File: src/rtl/ptd_pkg.sv
// ----------------------------------------------------------------------------
// Trial division primality test: shared types
// Holds the controller state encoding and the command and status bundles
// that pass between the controller and the datapath.
// ----------------------------------------------------------------------------
package ptd_pkg;

  // Controller states.
  typedef enum logic [2:0] {
    ST_IDLE,
    ST_CLASSIFY,
    ST_CHECK,
    ST_DIVIDE,
    ST_TEST,
    ST_DONE
  } ptd_state_e;

  // Commands from the controller to the datapath.
  typedef struct packed {
    logic load;        // Capture a new candidate.
    logic trial_init;  // Set the divisor to three and its square to nine.
    logic div_start;   // Clear the remainder and load the dividend bits.
    logic div_step;    // Run one step of the restoring remainder.
    logic trial_next;  // Advance to the next odd divisor.
  } ptd_cmd_t;

  // Status from the datapath to the controller.
  typedef struct packed {
    logic neg;       // Sign bit of the candidate is set.
    logic lt2;       // Candidate is below two.
    logic lt4;       // Candidate is below four.
    logic even;      // Candidate is even.
    logic sq_gt_n;   // Square of the divisor exceeds the candidate.
    logic div_last;  // The current remainder step is the last one.
    logic rem_zero;  // The remainder is zero.
  } ptd_status_t;

endpackage

File: src/rtl/ptd_datapath.sv
// ----------------------------------------------------------------------------
// Trial division primality test: datapath
// Holds the candidate, the odd trial divisor and its square, and a bit-serial
// restoring remainder unit that produces candidate mod divisor.
// ----------------------------------------------------------------------------
module ptd_datapath
  import ptd_pkg::*;
#(
  parameter int DATA_WIDTH = 32
) (
  input  logic                  clk_i,
  input  logic                  rst_ni,
  input  logic [DATA_WIDTH-1:0] candidate_i,
  input  ptd_cmd_t              cmd_i,
  output ptd_status_t           status_o
);

  localparam int CntW = $clog2(DATA_WIDTH);

  logic [DATA_WIDTH-1:0] n_q, n_d;
  logic [DATA_WIDTH-1:0] d_q, d_d;
  logic [DATA_WIDTH:0]   sq_q, sq_d;
  logic [DATA_WIDTH-1:0] rem_q, rem_d;
  logic [DATA_WIDTH-1:0] shreg_q, shreg_d;
  logic [CntW-1:0]       cnt_q, cnt_d;
  logic [DATA_WIDTH:0]   rem_sh;
  logic [DATA_WIDTH:0]   rem_sub;

  // One restoring step: shift in the next dividend bit and subtract if it fits.
  assign rem_sh  = {rem_q, shreg_q[DATA_WIDTH-1]};
  assign rem_sub = rem_sh - {1'b0, d_q};

  // Next values of the datapath registers.
  always_comb begin
    n_d     = n_q;
    d_d     = d_q;
    sq_d    = sq_q;
    rem_d   = rem_q;
    shreg_d = shreg_q;
    cnt_d   = cnt_q;
    if (cmd_i.load) begin
      n_d = candidate_i;
    end
    if (cmd_i.trial_init) begin
      d_d  = DATA_WIDTH'(3);
      sq_d = (DATA_WIDTH + 1)'(9);
    end
    if (cmd_i.trial_next) begin
      // (d + 2)^2 = d^2 + 4d + 4
      d_d  = d_q + DATA_WIDTH'(2);
      sq_d = sq_q + (DATA_WIDTH + 1)'({d_q, 2'b00}) + (DATA_WIDTH + 1)'(4);
    end
    if (cmd_i.div_start) begin
      rem_d   = '0;
      shreg_d = n_q;
      cnt_d   = '0;
    end
    if (cmd_i.div_step) begin
      if (rem_sh >= {1'b0, d_q}) begin
        rem_d = rem_sub[DATA_WIDTH-1:0];
      end else begin
        rem_d = rem_sh[DATA_WIDTH-1:0];
      end
      shreg_d = {shreg_q[DATA_WIDTH-2:0], 1'b0};
      cnt_d   = cnt_q + CntW'(1);
    end
  end

  // Datapath registers; the step counter is the only control-like state.
  always_ff @(posedge clk_i or negedge rst_ni) begin
    if (!rst_ni) begin
      cnt_q <= '0;
    end else begin
      cnt_q <= cnt_d;
    end
  end

  always_ff @(posedge clk_i) begin
    n_q     <= n_d;
    d_q     <= d_d;
    sq_q    <= sq_d;
    rem_q   <= rem_d;
    shreg_q <= shreg_d;
  end

  // Status toward the controller.
  always_comb begin
    status_o.neg      = n_q[DATA_WIDTH-1];
    status_o.lt2      = n_q < DATA_WIDTH'(2);
    status_o.lt4      = n_q < DATA_WIDTH'(4);
    status_o.even     = ~n_q[0];
    status_o.sq_gt_n  = sq_q > {1'b0, n_q};
    status_o.div_last = cnt_q == CntW'(DATA_WIDTH - 1);
    status_o.rem_zero = rem_q == '0;
  end

endmodule

File: src/rtl/ptd_ctrl.sv
// ----------------------------------------------------------------------------
// Trial division primality test: controller
// Sequences the early checks, the trial loop over odd divisors and the
// serial remainder steps, and holds the answer for the result beat.
// ----------------------------------------------------------------------------
module ptd_ctrl
  import ptd_pkg::*;
(
  input  logic        clk_i,
  input  logic        rst_ni,
  input  logic        start,
  input  ptd_status_t status_i,
  output ptd_cmd_t    cmd_o,
  output logic        busy,
  output logic        done_o,
  output logic        is_prime_o
);

  ptd_state_e state_q, state_d;
  logic       prime_q, prime_d;

  // Next state and answer.
  always_comb begin
    state_d = state_q;
    prime_d = prime_q;
    case (state_q)
      ST_IDLE: begin
        if (start) begin
          state_d = ST_CLASSIFY;
        end
      end
      ST_CLASSIFY: begin
        if (status_i.neg || status_i.lt2) begin
          prime_d = 1'b0;
          state_d = ST_DONE;
        end else if (status_i.lt4) begin
          prime_d = 1'b1;
          state_d = ST_DONE;
        end else if (status_i.even) begin
          prime_d = 1'b0;
          state_d = ST_DONE;
        end else begin
          state_d = ST_CHECK;
        end
      end
      ST_CHECK: begin
        if (status_i.sq_gt_n) begin
          prime_d = 1'b1;
          state_d = ST_DONE;
        end else begin
          state_d = ST_DIVIDE;
        end
      end
      ST_DIVIDE: begin
        if (status_i.div_last) begin
          state_d = ST_TEST;
        end
      end
      ST_TEST: begin
        if (status_i.rem_zero) begin
          prime_d = 1'b0;
          state_d = ST_DONE;
        end else begin
          state_d = ST_CHECK;
        end
      end
      ST_DONE: begin
        state_d = ST_IDLE;
      end
      default: begin
        state_d = ST_IDLE;
      end
    endcase
  end

  // Commands and handshake outputs.
  always_comb begin
    cmd_o      = '0;
    busy       = 1'b1;
    done_o     = 1'b0;
    is_prime_o = prime_q;
    case (state_q)
      ST_IDLE: begin
        busy       = 1'b0;
        cmd_o.load = start;
      end
      ST_CLASSIFY: begin
        cmd_o.trial_init = 1'b1;
      end
      ST_CHECK: begin
        cmd_o.div_start = ~status_i.sq_gt_n;
      end
      ST_DIVIDE: begin
        cmd_o.div_step = 1'b1;
      end
      ST_TEST: begin
        cmd_o.trial_next = ~status_i.rem_zero;
      end
      ST_DONE: begin
        done_o = 1'b1;
      end
      default: begin
        busy = 1'b1;
      end
    endcase
  end

  // State and answer registers.
  always_ff @(posedge clk_i or negedge rst_ni) begin
    if (!rst_ni) begin
      state_q <= ST_IDLE;
      prime_q <= 1'b0;
    end else begin
      state_q <= state_d;
      prime_q <= prime_d;
    end
  end

endmodule

File: src/rtl/prime_trial_division.sv
// ----------------------------------------------------------------------------
// Trial division primality test: top level
// A candidate beat is taken when start is high and busy is low; busy stays
// high until the single result beat has been shown on done_o for one cycle,
// and the receiver cannot stall it. Negative values, zero, one, two, three
// and even values are answered by the early checks. Odd values from five
// up run a trial loop over odd divisors d = 3, 5, ... while d*d <=
// candidate, and each trial runs the remainder unit, which takes one
// dividend bit per cycle. A prime ends on one more square check after its
// last trial, with up to roughly sqrt(candidate) / 2 trials. No state is
// kept between items.
// ----------------------------------------------------------------------------
module prime_trial_division
  import ptd_pkg::*;
#(
  parameter int DATA_WIDTH = 32
) (
  input  logic                         clk_i,
  input  logic                         rst_ni,
  input  logic                         start,
  output logic                         busy,
  input  logic signed [DATA_WIDTH-1:0] candidate_i,
  output logic                         done_o,
  output logic                         is_prime_o
);

  ptd_cmd_t    cmd;
  ptd_status_t status;

  // Sequencing of the checks and the trial loop.
  ptd_ctrl u_ctrl (
    .clk_i      (clk_i),
    .rst_ni     (rst_ni),
    .start      (start),
    .status_i   (status),
    .cmd_o      (cmd),
    .busy       (busy),
    .done_o     (done_o),
    .is_prime_o (is_prime_o)
  );

  // Candidate, divisor and remainder arithmetic.
  ptd_datapath #(
    .DATA_WIDTH (DATA_WIDTH)
  ) u_datapath (
    .clk_i       (clk_i),
    .rst_ni      (rst_ni),
    .candidate_i (candidate_i),
    .cmd_i       (cmd),
    .status_o    (status)
  );

endmodule

File: config.mk
export PLATFORM = sky130hd
export DESIGN_NAME = prime_trial_division
export DESIGN_NICKNAME = d
export VERILOG_FILES = /design/src/rtl/ptd_pkg.sv /design/src/rtl/ptd_datapath.sv /design/src/rtl/ptd_ctrl.sv /design/src/rtl/prime_trial_division.sv
export SDC_FILE = /design/constraint.sdc
export NUM_CORES = 1
export LEC_CHECK = 0
export BUFFER_PORTS_ARGS = -buffer_cell sky130_fd_sc_hd__buf_2
export CORE_UTILIZATION = 45
export CTS_CLUSTER_SIZE = 8
export DETAILED_ROUTE_END_ITERATION = 16
export GPL_TIMING_DRIVEN = 0
export SLEW_MARGIN = 20
export SYNTH_ARGS = -nofsm -noshare
export SYNTH_HDL_FRONTEND = slang
export SYNTH_SLANG_ARGS = --single-unit
File: constraint.sdc
create_clock -name clk_i -period 6.4 [get_ports clk_i]
set_clock_uncertainty 0.2 [all_clocks]
set_input_delay 0.64 -clock clk_i [delete_from_list [all_inputs] [get_ports clk_i]]
set_output_delay 0.64 -clock clk_i [all_outputs]
set_load 0.005 [all_outputs]
==> results.json <==
{
  "status": "finished clean",
  "dp_slack_ps": 2410,
  "setup_violations": 0,
  "n_antenna_cell": 0,
  "endpoint_kind": "flop",
  "fin_ws_ps": 2410,
  "drt-total-wl_um": 27100,
  "synthCells": 1136,
  "cts-buffers-inserted": 17,
  "cts_tree": "yes",
  "wl_per_cell_um": 17.6,
  "tns_ps": 0,
  "grt_pass1_wl_um": 44600,
  "clockRootBuffer": "clkbuf_16",
  "antenna_found_initial": 0,
  "slowest_stage": "o21ai_1",
  "worstSetupStartpointType": "flop",
  "ys_seq_area_frac": 0.427,
  "hold_violations": 0,
  "synth_nets": 1294,
  "num_rows": 58,
  "gp_congestion": 0.906,
  "layout_min_cycle_time_ps": 3990,
  "timing.hold.ws_ps": 179,
  "crit_top_cell": "buf_8",
  "yosysWarnings": 0,
  "rsz0062_at_grt": "no",
  "core_area_um2": 25200,
  "dieArea_um2": 26300,
  "synth-seq-cells": 166,
  "max_freq_ghz": 0.251,
  "crit_type": "flop to flop",
  "drive_gt1_frac": 0.0948,
  "vias_per_cell": 5.65,
  "grt.overflow.total": 0,
  "ys_async_sr_fraction": 0.0542,
  "endpoint": "u_datapath.d_q[19]$_SDFFCE_PN0P_",
  "fin_util": 0.512,
  "drt_iter0_drc": 601,
  "vias": 8712,
  "hold_buffers": 1,
  "worst-slew-pin-transition_ps": 881,
  "place_hpwl_um": 21300,
  "numPortBuffers": 37,
  "cp.required_ps": 6390,
  "reg2reg_depth": 8,
  "max_stage_delay_ps": 600,
  "crit_chain": "nor4_1 > nand4_1 > o21ai_1 > clkbuf_1 > buf_1 > o31ai_4 > buf_8 > buf_8",
  "die_w_um": 162,
  "crit_arrival_ps": 3980,
  "synth-edff-count": 156,
  "fin_nets": 1358,
  "critPathLaunch": "u_datapath.rem_q[0]$_SDFFCE_PN0P_",
  "postRouteAntennaNets": 0,
  "postCtsResizedCells": 0,
  "min_period_over_period": 0.623,
  "clk_pin_slew_ps": 70,
  "cts_htree_levels": 4,
  "post_cts_buffers": 0,
  "area_growth_pct": 11.7,
  "io_pins": 38,
  "r2r-start": "u_datapath.rem_q[0]$_SDFFCE_PN0P_",
  "r2r_slack_ps": 2410,
  "crit_fanout": 12,
  "regToRegEndpoint": "u_datapath.d_q[19]$_SDFFCE_PN0P_",
  "grt_pass1_vias": 8567,
  "die_h_um": 162,
  "synth_cell_types": 71,
  "hold_path.class": "primary input to flop",
  "start_util": 0.458,
  "slew_headroom": 0.413,
  "cts.sinks": 166,
  "first_pass_iters": 5,
  "clock_latency_ps": 430,
  "yosys_most_used_dff": "edfxtp_1",
  "clk_path_buf_depth": 2,
  "max-cap-violations": 0,
  "maxSlewViolCount": 0,
  "grt_max_degree": 52,
  "synth_area_um2": 11500,
  "grt_usage": 0.217,
  "drc": 0,
  "syn_area_per_cell_um2": 10.2
}
registers in the layout, summed over array words and instances (netlist names):
register,count
u_datapath.sq_q,30
u_datapath.rem_q,32
u_datapath.cnt_q,5
u_datapath.n_q,32
u_datapath.d_q,31
u_ctrl.is_prime_o,1
u_ctrl.state_q,3
u_datapath.shreg_q,32
cells by family after synthesis:
logic type,after synthesis,share of synthesized area
DFF,166,0.427
muxes,23,0.0201
and+or+nand+nor,330,0.137
buffers and inverters,116,0.0408
adders and majority gates,123,0.135
xor gates and xnor gates,77,0.0585
AOI/OAI and AO/OA,301,0.182
cell usage after synthesis, types with 4 or more instances:
master / instances / area [um^2]
xor2_1: 21 / 184
o21ai_0: 55 / 275
buf_2: 4 / 20.0
nor4_1: 22 / 138
xnor2_1: 56 / 490
a21o_1: 47 / 353
o21ai_1: 5 / 25.0
or3_1: 7 / 43.8
clkbuf_1: 25 / 93.8
nand2_1: 71 / 267
o21a_1: 4 / 30.0
nand3_1: 22 / 110
and3_1: 7 / 43.8
a211oi_1: 9 / 67.6
dfrtp_1: 9 / 225
a21oi_1: 69 / 345
or2_2: 5 / 31.3
a41oi_1: 4 / 35.0
edfxtp_1: 156 / 4680
mux2i_1: 22 / 220
a211oi_2: 8 / 100
o21bai_1: 7 / 52.6
ha_1: 121 / 1510
a22o_1: 31 / 272
inv_1: 78 / 293
nor3_1: 27 / 135
a21boi_0: 6 / 45.0
nand4_1: 27 / 169
a31oi_1: 6 / 37.5
o22ai_1: 5 / 31.3
nor2b_1: 6 / 37.5
nand2b_1: 5 / 31.3
a211o_1: 5 / 43.8
nor2_1: 112 / 420
o211ai_1: 12 / 90.1
and2_1: 7 / 43.8
placed cells by master (no fill, tap or decap), drive strengths merged, types with 5 or more instances in the layout:
cell type / count
nand3: 22
and2: 7
o22ai: 5
a21o: 47
nand4: 27
or3: 7
clkinv: 7
a21oi: 69
or2: 5
a21boi: 7
o21ai: 61
nor3: 27
nor2: 113
inv: 84
dfrtp: 9
xnor2: 56
nand2b: 5
nor2b: 6
a211o: 5
ha: 121
and3: 7
a211oi: 17
a31oi: 8
edfxtp: 156
o21bai: 7
nand2: 72
buf: 56
mux2i: 22
nor4: 24
xor2: 21
a22o: 31
o211ai: 13
clkbuf: 42
per-stage QoR:
stage,cell area [um^2],std cells
floorplan,11500,1136
global placement,12100,1503
detailed placement,12300,1510
CTS,12900,1543
global route,12900,1543
finish,12900,1543
per-layer routing:
metal  GRT usage  vias to the layer above  share of wire
met5           0                        -              0
met4      0.0746                        0          0.022
met3      0.0215                       32          0.034
met2       0.347                      188           0.45
met1       0.307                     4117           0.49
li1            -                     4375              -
how the worst min path moves through the flow:
stage / slack, ps / start / depth (start not counted) / end
after floorplan: 140 / rst_ni / 0 / u_ctrl.is_prime_o$_DFFE_PN0P_
after global placement: 250 / u_datapath.shreg_q[0]$_SDFFE_PP0N_ / 2 / u_datapath.shreg_q[0]$_SDFFE_PP0N_
after detailed placement: 260 / u_datapath.shreg_q[0]$_SDFFE_PP0N_ / 2 / u_datapath.shreg_q[0]$_SDFFE_PP0N_
after CTS: 160 / candidate_i[12] / 1 / u_datapath.n_q[12]$_DFFE_PP_
after global routing: 160 / candidate_i[4] / 1 / u_datapath.n_q[4]$_DFFE_PP_
final: 180 / candidate_i[3] / 1 / u_datapath.n_q[3]$_DFFE_PP_
area by class of cell:
type	instances	area (um^2)
clock buffer	17	425
fill	2270	12300
sequential	166	4930
clock inverter	15	163
timing repair buffer	45	322
tap	330	413
buffer	37	174
multi-input combinational	854	6170
inverter	79	297
worst max-delay path: cells and delay by family (launching register included):
family,cells,cell delay (ps)
buffers and inverters,4,1510
AND/OR/NAND/NOR,2,640
flip-flops,1,470
AO/OA/AOI/OAI,2,930
Power is not shown: default switching activity piles up to over one toggle a cycle in this logic, so the estimate is an artifact.
